`config.mk`:
```
export PLATFORM = sky130hd
export DESIGN_NAME = fir_filter_circular_buffer
export DESIGN_NICKNAME = d
export VERILOG_FILES = /design/src/rtl/core/fircb_pkg.sv /design/src/rtl/core/fircb_ram.sv /design/src/rtl/core/fircb_mac.sv /design/src/rtl/core/fircb_ctrl.sv /design/src/rtl/core/fir_filter_circular_buffer.sv
export SDC_FILE = /design/constraint.sdc
export NUM_CORES = 2
export LEC_CHECK = 0
export BUFFER_PORTS_ARGS = -buffer_cell sky130_fd_sc_hd__buf_2
export CORE_MARGIN = 2
export CORE_UTILIZATION = 60
export CTS_CLUSTER_SIZE = 16
export DETAILED_ROUTE_END_ITERATION = 16
export PLACE_DENSITY = 0.78
export SLEW_MARGIN = 0
export SYNTH_ARGS = -nofsm -noshare
export SYNTH_HDL_FRONTEND = slang
export SYNTH_SLANG_ARGS = --single-unit
```
`constraint.sdc`:
```
create_clock -name clk_i -period 11 [get_ports clk_i]
set_input_delay 2.2 -clock clk_i [delete_from_list [all_inputs] [get_ports clk_i]]
set_output_delay 2.2 -clock clk_i [all_outputs]
set_load 0.05 [all_outputs]
```
`src/rtl/core/fircb_pkg.sv`:
```
`timescale 1ns / 1ps
// ----------------------------------------------------------------------------
// FIR filter package
// Shared constants and control/status types of the circular-buffer FIR.
// ----------------------------------------------------------------------------
package fircb_pkg;

  // accumulator width, products wrap modulo 2^ACC_BITS
  localparam int ACC_BITS = 40;

  // input item kinds (tuser)
  localparam logic ACT_LOAD   = 1'b0;
  localparam logic ACT_FILTER = 1'b1;

  // configuration register index
  localparam logic REG_TAP_COUNT = 1'b0;

  typedef struct packed {
    logic clr;       // clear accumulator, new sample started
    logic data_vld;  // sample and coefficient operands valid this cycle
  } mac_ctl_t;

  typedef struct packed {
    logic busy;      // product stage holds a term not yet accumulated
  } mac_sts_t;

endpackage

```
`src/rtl/core/fircb_ram.sv`:
```
`timescale 1ns / 1ps
// ----------------------------------------------------------------------------
// Generic RAM
// One write port, one read port, registered read data.
// ----------------------------------------------------------------------------
module fircb_ram #(
  parameter int WIDTH = 16,
  parameter int DEPTH = 128
) (
  input  logic                     clk_i,
  input  logic                     we_i,
  input  logic [$clog2(DEPTH)-1:0] waddr_i,
  input  logic [WIDTH-1:0]         wdata_i,
  input  logic [$clog2(DEPTH)-1:0] raddr_i,
  output logic [WIDTH-1:0]         rdata_o
);

  logic [WIDTH-1:0] mem_q [DEPTH];
  logic [WIDTH-1:0] rdata_q;

  always_ff @(posedge clk_i) begin
    if (we_i) begin
      mem_q[waddr_i] <= wdata_i;
    end
    rdata_q <= mem_q[raddr_i];
  end

  assign rdata_o = rdata_q;

endmodule

```
`src/rtl/core/fircb_mac.sv`:
```
`timescale 1ns / 1ps
// ----------------------------------------------------------------------------
// FIR multiply-accumulate unit
// Shared multiplier with a product register, wrapping accumulator, and
// round-half-up / saturate of the accumulated sum to the sample format.
// ----------------------------------------------------------------------------
module fircb_mac #(
  parameter int SAMPLE_BITS = 16
) (
  input  logic                          clk_i,
  input  logic                          rst_ni,
  input  fircb_pkg::mac_ctl_t           ctl_i,
  input  logic signed [SAMPLE_BITS-1:0] smp_i,
  input  logic signed [SAMPLE_BITS-1:0] coef_i,
  output fircb_pkg::mac_sts_t           sts_o,
  output logic signed [SAMPLE_BITS-1:0] filtered_o,
  output logic                          sat_o
);
  import fircb_pkg::*;

  localparam int PROD_W = 2 * SAMPLE_BITS;
  localparam int EXT_W  = (PROD_W > ACC_BITS) ? PROD_W : ACC_BITS;
  localparam logic signed [ACC_BITS:0] HI =
      (ACC_BITS+1)'((64'd1 << (SAMPLE_BITS - 1)) - 64'd1);
  localparam logic signed [ACC_BITS:0] LO = -HI - (ACC_BITS+1)'(1);
  localparam logic signed [ACC_BITS:0] RND =
      (ACC_BITS+1)'(64'd1 << (SAMPLE_BITS - 2));

  logic signed [PROD_W-1:0]   prod_q, prod_d;
  logic                       prod_vld_q;
  logic signed [EXT_W-1:0]    prod_ext;
  logic [ACC_BITS-1:0]        acc_q, acc_d;
  logic signed [ACC_BITS:0]   acc_ext;
  logic signed [ACC_BITS:0]   rnd_sum;
  logic signed [ACC_BITS:0]   rnd_shr;

  assign prod_d   = smp_i * coef_i;
  assign prod_ext = EXT_W'(prod_q);

  always_comb begin
    acc_d = acc_q;
    if (ctl_i.clr) begin
      acc_d = '0;
    end else if (prod_vld_q) begin
      acc_d = acc_q + prod_ext[ACC_BITS-1:0];
    end
  end

  always_ff @(posedge clk_i or negedge rst_ni) begin
    if (!rst_ni) begin
      prod_vld_q <= 1'b0;
    end else begin
      prod_vld_q <= ctl_i.data_vld;
    end
  end

  always_ff @(posedge clk_i) begin
    if (ctl_i.data_vld) begin
      prod_q <= prod_d;
    end
    acc_q <= acc_d;
  end

  // round half up, then clamp
  assign acc_ext = (ACC_BITS+1)'($signed(acc_q));
  assign rnd_sum = acc_ext + RND;
  assign rnd_shr = rnd_sum >>> (SAMPLE_BITS - 1);

  always_comb begin
    sat_o      = 1'b0;
    filtered_o = rnd_shr[SAMPLE_BITS-1:0];
    if (rnd_shr > HI) begin
      sat_o      = 1'b1;
      filtered_o = HI[SAMPLE_BITS-1:0];
    end else if (rnd_shr < LO) begin
      sat_o      = 1'b1;
      filtered_o = LO[SAMPLE_BITS-1:0];
    end
  end

  assign sts_o.busy = prod_vld_q;

  a_busy_follows_data: assert property (@(posedge clk_i) disable iff (!rst_ni)
      sts_o.busy |-> $past(ctl_i.data_vld))
    else $error("product stage valid without operands");

endmodule

```
`src/rtl/core/fircb_ctrl.sv`:
```
`timescale 1ns / 1ps
// ----------------------------------------------------------------------------
// FIR sequencer
// Owns the sample ring and coefficient store, clears them after reset,
// writes items and walks the taps one per cycle into the MAC unit.
// ----------------------------------------------------------------------------
module fircb_ctrl #(
  parameter int MAX_TAPS    = 128,
  parameter int SAMPLE_BITS = 16
) (
  input  logic                               clk_i,
  input  logic                               rst_ni,
  input  logic                               s_valid_i,
  output logic                               s_ready_o,
  input  logic                               action_i,
  input  logic [6:0]                         coef_index_i,
  input  logic signed [SAMPLE_BITS-1:0]      value_i,
  input  logic [$clog2(MAX_TAPS+1)-1:0]      taps_i,
  input  logic                               out_free_i,
  output logic                               fin_o,
  output fircb_pkg::mac_ctl_t                ctl_o,
  input  fircb_pkg::mac_sts_t                sts_i,
  output logic signed [SAMPLE_BITS-1:0]      smp_o,
  output logic signed [SAMPLE_BITS-1:0]      coef_o
);
  import fircb_pkg::*;

  localparam int AW    = $clog2(MAX_TAPS);
  localparam int TAP_W = $clog2(MAX_TAPS + 1);
  localparam logic [AW-1:0] LAST_ADDR = AW'(MAX_TAPS - 1);

  localparam logic [2:0] ST_CLEAR = 3'd0;
  localparam logic [2:0] ST_IDLE  = 3'd1;
  localparam logic [2:0] ST_WALK  = 3'd2;
  localparam logic [2:0] ST_DRAIN = 3'd3;
  localparam logic [2:0] ST_DONE  = 3'd4;

  logic [2:0]             state_q, state_d;
  logic [AW-1:0]          cnt_q, cnt_d;
  logic [AW-1:0]          pos_q, pos_d;
  logic [AW-1:0]          slot_q, slot_d;
  logic                   rd_vld_q, rd_vld_d;
  logic [AW-1:0]          slot_eff;
  logic [AW-1:0]          slot_next;
  logic [AW-1:0]          last_tap;
  logic                   coef_ok;
  logic                   ring_we, coef_we;
  logic [AW-1:0]          ring_waddr, coef_waddr;
  logic [SAMPLE_BITS-1:0] ring_wdata, coef_wdata;
  logic [SAMPLE_BITS-1:0] ring_rdata, coef_rdata;

  assign s_ready_o = (state_q == ST_IDLE);
  assign slot_eff  = (TAP_W'(slot_q) < taps_i) ? slot_q : '0;
  assign slot_next = ((TAP_W'(slot_eff) + TAP_W'(1)) >= taps_i) ? '0 : slot_eff + 1'b1;
  assign last_tap  = AW'(taps_i - 1'b1);
  assign coef_ok   = (32'(coef_index_i) < 32'(MAX_TAPS));

  always_comb begin
    state_d        = state_q;
    cnt_d          = cnt_q;
    pos_d          = pos_q;
    slot_d         = slot_q;
    rd_vld_d       = 1'b0;
    fin_o          = 1'b0;
    ctl_o.clr      = 1'b0;
    ctl_o.data_vld = rd_vld_q;
    ring_we        = 1'b0;
    coef_we        = 1'b0;
    ring_waddr     = cnt_q;
    coef_waddr     = cnt_q;
    ring_wdata     = '0;
    coef_wdata     = '0;
    case (state_q)
      ST_CLEAR: begin
        ring_we = 1'b1;
        coef_we = 1'b1;
        if (cnt_q == LAST_ADDR) begin
          cnt_d   = '0;
          state_d = ST_IDLE;
        end else begin
          cnt_d = cnt_q + 1'b1;
        end
      end
      ST_IDLE: begin
        if (s_valid_i) begin
          if (action_i == ACT_FILTER) begin
            ring_we    = 1'b1;
            ring_waddr = slot_eff;
            ring_wdata = value_i;
            pos_d      = slot_eff;
            cnt_d      = '0;
            slot_d     = slot_next;
            ctl_o.clr  = 1'b1;
            state_d    = ST_WALK;
          end else if (coef_ok) begin
            coef_we    = 1'b1;
            coef_waddr = AW'(coef_index_i);
            coef_wdata = value_i;
          end
        end
      end
      ST_WALK: begin
        rd_vld_d = 1'b1;
        if (cnt_q == last_tap) begin
          state_d = ST_DRAIN;
        end else begin
          cnt_d = cnt_q + 1'b1;
          pos_d = (pos_q == '0) ? last_tap : pos_q - 1'b1;
        end
      end
      ST_DRAIN: begin
        if (!rd_vld_q && !sts_i.busy) begin
          state_d = ST_DONE;
        end
      end
      ST_DONE: begin
        if (out_free_i) begin
          fin_o   = 1'b1;
          state_d = ST_IDLE;
        end
      end
      default: begin
        state_d = ST_IDLE;
      end
    endcase
  end

  always_ff @(posedge clk_i or negedge rst_ni) begin
    if (!rst_ni) begin
      state_q  <= ST_CLEAR;
      cnt_q    <= '0;
      pos_q    <= '0;
      slot_q   <= '0;
      rd_vld_q <= 1'b0;
    end else begin
      state_q  <= state_d;
      cnt_q    <= cnt_d;
      pos_q    <= pos_d;
      slot_q   <= slot_d;
      rd_vld_q <= rd_vld_d;
    end
  end

  fircb_ram #(
    .WIDTH (SAMPLE_BITS),
    .DEPTH (MAX_TAPS)
  ) u_ring (
    .clk_i   (clk_i),
    .we_i    (ring_we),
    .waddr_i (ring_waddr),
    .wdata_i (ring_wdata),
    .raddr_i (pos_q),
    .rdata_o (ring_rdata)
  );

  fircb_ram #(
    .WIDTH (SAMPLE_BITS),
    .DEPTH (MAX_TAPS)
  ) u_coef (
    .clk_i   (clk_i),
    .we_i    (coef_we),
    .waddr_i (coef_waddr),
    .wdata_i (coef_wdata),
    .raddr_i (cnt_q),
    .rdata_o (coef_rdata)
  );

  assign smp_o          = $signed(ring_rdata);
  assign coef_o         = $signed(coef_rdata);

  a_rd_in_walk: assert property (@(posedge clk_i) disable iff (!rst_ni)
      rd_vld_q |-> (state_q == ST_WALK || state_q == ST_DRAIN))
    else $error("tap read outside walk");

  a_done_drained: assert property (@(posedge clk_i) disable iff (!rst_ni)
      state_q == ST_DONE |-> (!rd_vld_q && !sts_i.busy))
    else $error("result taken before pipeline drained");

  a_clear_ends: assert property (@(posedge clk_i) disable iff (!rst_ni)
      (state_q == ST_CLEAR && cnt_q == LAST_ADDR) |=> state_q == ST_IDLE)
    else $error("clear pass did not finish");

endmodule

```
`src/rtl/core/fir_filter_circular_buffer.sv`:
```
`timescale 1ns / 1ps
// ----------------------------------------------------------------------------
// FIR filter, circular buffer
// Direct-form FIR with a circular delay line and one shared MAC.
// ----------------------------------------------------------------------------
// After reset the block sweeps both stores to zero, one entry per cycle, and
// takes no item meanwhile; tap_count writes are taken. A coefficient load
// (tuser = 0) is written to the coefficient store and gives no result. For a
// sample (tuser = 1) the single multiply-accumulate walks one tap per cycle
// through the sample ring and coefficient store, then the read and product
// stages drain and, once the output register is free, the rounded, saturated
// result is placed in it, where it waits while the next item is taken. taps
// is tap_count, with 0 read as 1 and values above MAX_TAPS read as MAX_TAPS.
// ----------------------------------------------------------------------------
module fir_filter_circular_buffer #(
  parameter int MAX_TAPS    = 128,
  parameter int SAMPLE_BITS = 16
) (
  input  logic                                     clk_i,
  input  logic                                     rst_ni,
  // tdata: coef_index[6:0], value, zero fill
  input  logic                                     s_axis_tvalid,
  output logic                                     s_axis_tready,
  input  logic [((7+SAMPLE_BITS+7)/8)*8-1:0]       s_axis_tdata,
  // tuser: action
  input  logic                                     s_axis_tuser,
  // tdata: filtered, zero fill
  output logic                                     m_axis_tvalid,
  input  logic                                     m_axis_tready,
  output logic [((SAMPLE_BITS+7)/8)*8-1:0]         m_axis_tdata,
  // tuser: saturated
  output logic                                     m_axis_tuser,
  input  logic                                     psel,
  input  logic                                     penable,
  input  logic                                     pwrite,
  input  logic [2:0]                               paddr,
  input  logic [31:0]                              pwdata,
  output logic [31:0]                              prdata,
  output logic                                     pready
);
  import fircb_pkg::*;

  localparam int OUT_W = ((SAMPLE_BITS + 7) / 8) * 8;
  localparam int TAP_W = $clog2(MAX_TAPS + 1);
  localparam int CW    = (TAP_W > 8) ? TAP_W : 8;

  logic [7:0]                    tap_count_q;
  logic [CW-1:0]                 tc_ext;
  logic [TAP_W-1:0]              taps;
  logic                          cfg_wr;
  logic                          out_vld_q;
  logic [SAMPLE_BITS-1:0]        out_data_q;
  logic                          out_sat_q;
  logic                          out_free;
  logic                          fin;
  mac_ctl_t                      mac_ctl;
  mac_sts_t                      mac_sts;
  logic signed [SAMPLE_BITS-1:0] smp;
  logic signed [SAMPLE_BITS-1:0] coef;
  logic signed [SAMPLE_BITS-1:0] filtered;
  logic                          sat;

  // configuration
  assign pready = 1'b1;
  assign cfg_wr = psel && penable && pwrite && pready && (paddr[2] == REG_TAP_COUNT);
  assign prdata = (paddr[2] == REG_TAP_COUNT) ? {24'd0, tap_count_q} : 32'd0;

  always_ff @(posedge clk_i or negedge rst_ni) begin
    if (!rst_ni) begin
      tap_count_q <= 8'd1;
    end else if (cfg_wr) begin
      tap_count_q <= pwdata[7:0];
    end
  end

  assign tc_ext = CW'(tap_count_q);
  always_comb begin
    if (tc_ext == '0) begin
      taps = TAP_W'(1);
    end else if (tc_ext > CW'(MAX_TAPS)) begin
      taps = TAP_W'(MAX_TAPS);
    end else begin
      taps = TAP_W'(tc_ext);
    end
  end

  fircb_ctrl #(
    .MAX_TAPS    (MAX_TAPS),
    .SAMPLE_BITS (SAMPLE_BITS)
  ) u_ctrl (
    .clk_i        (clk_i),
    .rst_ni       (rst_ni),
    .s_valid_i    (s_axis_tvalid),
    .s_ready_o    (s_axis_tready),
    .action_i     (s_axis_tuser),
    .coef_index_i (s_axis_tdata[6:0]),
    .value_i      ($signed(s_axis_tdata[7+SAMPLE_BITS-1:7])),
    .taps_i       (taps),
    .out_free_i   (out_free),
    .fin_o        (fin),
    .ctl_o        (mac_ctl),
    .sts_i        (mac_sts),
    .smp_o        (smp),
    .coef_o       (coef)
  );

  fircb_mac #(
    .SAMPLE_BITS (SAMPLE_BITS)
  ) u_mac (
    .clk_i      (clk_i),
    .rst_ni     (rst_ni),
    .ctl_i      (mac_ctl),
    .smp_i      (smp),
    .coef_i     (coef),
    .sts_o      (mac_sts),
    .filtered_o (filtered),
    .sat_o      (sat)
  );

  // output register
  assign out_free = !out_vld_q || m_axis_tready;

  always_ff @(posedge clk_i or negedge rst_ni) begin
    if (!rst_ni) begin
      out_vld_q <= 1'b0;
    end else if (fin) begin
      out_vld_q <= 1'b1;
    end else if (m_axis_tready) begin
      out_vld_q <= 1'b0;
    end
  end

  always_ff @(posedge clk_i) begin
    if (fin) begin
      out_data_q <= filtered;
      out_sat_q  <= sat;
    end
  end

  assign m_axis_tvalid = out_vld_q;
  assign m_axis_tdata  = OUT_W'(out_data_q);
  assign m_axis_tuser  = out_sat_q;

  a_no_overwrite: assert property (@(posedge clk_i) disable iff (!rst_ni)
      fin |-> (!out_vld_q || m_axis_tready))
    else $error("pending result overwritten");

endmodule
```
==> results.md <==
- Share of Yosys cell area claimed by the top area cell type: 0.7055
- Hold Startpoint: u_mac.acc_q[3]
- Critical path class: flop to flop
- Ports: 119
- Outcome: finished, violations left
- Slew margin rel.: 0.01781
- RSZ-0062 raised after global routing: false
- Synth warnings: 0
- Commonest non-fill, non-tap cell in the layout: edfxtp_1
- First-pass GRT wire length: 661800 um
- Cts hold-fix bufs: 0
- Synth Instances: 8971
- Vias in the first global route: around 95000
- Clock transition at the registers of the reported paths: around 0.07 ns
- R2R cell count: 21
- CP required: 11.72 ns
- DRC errors left: 0
- Least-Margin Pin Slew: around 1.5 ns
- HPWL Detailed: 256700 um
- FF-to-FF Start: u_ctrl.u_ring.rdata_o[10]
- Routed Antenna Nets: 0
- Die H: 546.3 um
- Antenna violations before repair: 35
- Count of cell types in the netlist: between 70 and 80
- Layout area overhead: 10.92%
- GRT Total Usage: 0.3076
- Routed WL per cell: about 34 um
- # fillers: 17730
- R2R setup slack: 4.05 ns
- TritonCTS clock tree: done
- Min-Delay Path Class: flop to flop
- Setup TNS: 0 ns
- Post-CTS Setup Bufs: 0
- Fin area: 195700 sq um
- Worst skew pair latency: 1.00 ns
- Die area: 298400 sq um
- GPL Wtd Cong: 0.8831
- 1st-iter DRT viols: 14100
- Dominant cell type by area after synthesis: edfxtp_1
- Final std cells w/o fill: 13600
- Root Driver: clkbuf_16
- Total iterations of the first detailed-routing run: 9
- Critical path arrival: 7.67 ns
- Setup crit end: u_mac.prod_q[31]
- Max Cap Viol: 1
- PostCTS Resize Cnt: 0
- Hold path depth: 2
- Htree depth: 5
- Synthesized flop and latch total: roughly 4300
- Site Rows: 199
- Via count: 93300
- Worst r2r dst: u_mac.prod_q[31]
- Setup violators final: 0
- Largest net degree at the start of global routing: 131
- Ys flop type: edfxtp_1
- Final hold violation count: 0
- Final WL: 461100 um
- Setup crit end kind: flop
- Fmax achieved: between 100 and 150 MHz
- Cell Area, Synth: 176400 sq um
- Async S/R FF share, synth: 0.008231
- Worst Path Max Fanout: 16
- Area of the core: slightly below 300000 sq um
- Number of buffers created by CTS: 409
- Grt ovf: 0
- I/O Buffers: 66
- Final Critical Period: about 7 ns
- Failing checks: capacitance limit
- Top post-synthesis cells by area: edfxtp_1 71%, mux4_2 13%, fa_1 3.0%
- Die width: 546.3 um
- Post-synthesis sequential area ratio: 0.7187
- Nets: 9812
- Clk sinks: 4252
- Commonest non-fill, non-tap cells in the layout: 4145 x edfxtp_1, 1044 x mux4_2, 413 x clkbuf_16, 349 x buf_4, 335 x nor2_1
- Post-synth EDFFs: 4145
- Placed insts: 12850
- Slew Limit Fails: 0
- Final critical-path share of the clock period: 0.6318
- Setup Skew: 0.1200 ns
- Placed Area: 182700 sq um
- Starting density of the core: 0.6015
- Syn avg cell area: 19.67 sq um
- Startpoint types: flop
- Vias/cell: 6.858
- CTS max path bufs: 4
- Worst setup startpoint: u_ctrl.u_ring.rdata_o[10]
- Layout cell share with drive strength beyond 1: 0.2338
worst min-delay path by stage:
stage | endpoint | slack, ns
final | u_mac.acc_q[3] | 0.50
after global placement | u_mac.acc_q[0] | 0.48
after global routing | u_mac.acc_q[0] | 0.53
after floorplan | u_mac.acc_q[7] | 0.47
after detailed placement | u_mac.acc_q[0] | 0.49
after CTS | u_mac.acc_q[3] | 0.51
synthesized netlist by cell type, drive strengths merged (19+ instances only):
cell / n
nand2: 292
o221ai: 88
mux2: 95
or3: 19
xnor2: 63
a21oi: 262
a211oi: 27
mux4: 1044
o31ai: 33
nor2: 381
o21ai: 178
mux2i: 328
clkbuf: 260
nor3: 96
dfrtp: 34
nand3: 39
xor2: 44
and2: 164
ha: 141
dfxtp: 72
nand2b: 37
nor2b: 23
o22ai: 90
a21o: 32
fa: 263
buf: 231
inv: 304
edfxtp: 4145
layout make-up:
type	count	area [sq um]	share of cell area
sequential	4252	126800	0.6481
antenna	15	37.54	0.0001918
clock buffer	510	10780	0.05508
timing repair buffer	427	3191	0.01630
clock inverter	230	2196	0.01122
multi-input combinational	3946	46610	0.2382
tap	3919	4903	0.02506
inverter	305	1146	0.005857
through the flow:
| step | utilization | hold slack [ns] | worst slack, ns |
|---|---|---|---|
| finish | 0.6672 | 0.5005 | 4.050 |
| global route | 0.6671 | 0.5260 | 3.676 |
| CTS | 0.6670 | 0.5057 | 4.051 |
| detailed placement | 0.6228 | 0.4922 | 4.063 |
| global placement | 0.6228 | 0.4808 | 4.132 |
| floorplan | - | 0.4671 | 4.774 |
metal layers:
metal | wire length (um) | GRT usage | up-vias
met1 | 155700 | 0.3960 | 48160
met3 | 48770 | 0.05952 | 1330
met4 | 28690 | 0.1620 | 22
li1 | - | - | 36830
met5 | 143 | 0 | -
met2 | 227800 | 0.5027 | 6958
sequential cells by signal, indices dropped and copies added (netlist names), 3 cells and up:
register               count
u_ctrl.u_ring.mem_q     2048
u_ctrl.pos_q               7
u_mac.prod_q              32
tap_count_q                8
m_axis_tdata              16
u_ctrl.u_coef.rdata_o     16
u_ctrl.state_q             3
u_ctrl.u_coef.mem_q     2048
u_ctrl.u_ring.rdata_o     16
u_mac.acc_q               40
u_ctrl.slot_q              7
u_ctrl.cnt_q               7
worst max-delay path, cell delays in order, from the launching register on:
cell	delay, ns
dfxtp_1	0.77
nand2_1	0.18
fa_1	0.55
fa_1	0.53
fa_1	0.44
fa_1	0.53
inv_1	0.07
fa_1	0.53
inv_1	0.05
fa_1	0.47
inv_1	0.04
ha_1	0.34
a21o_1	0.21
a21o_1	0.17
a21o_1	0.17
a211oi_1	0.21
o21ai_0	0.14
a21oi_1	0.34
nor4_1	0.17
or4_1	0.51
and3_1	0.17
a211oi_1	0.16
logic make-up after synthesis:
kind of cell             synth area share
AO/OA/AOI/OAI                     0.02913
flip-flops                         0.7187
multiplexers                       0.1579
adder cells (fa/ha/maj)           0.03984
XOR/XNOR                         0.005312
other                          0.00004257
buffers and inverters             0.01905
AND/OR/NAND/NOR                   0.03002
Power is not shown: default switching activity piles up to over one toggle a cycle in this logic, so the estimate is an artifact.
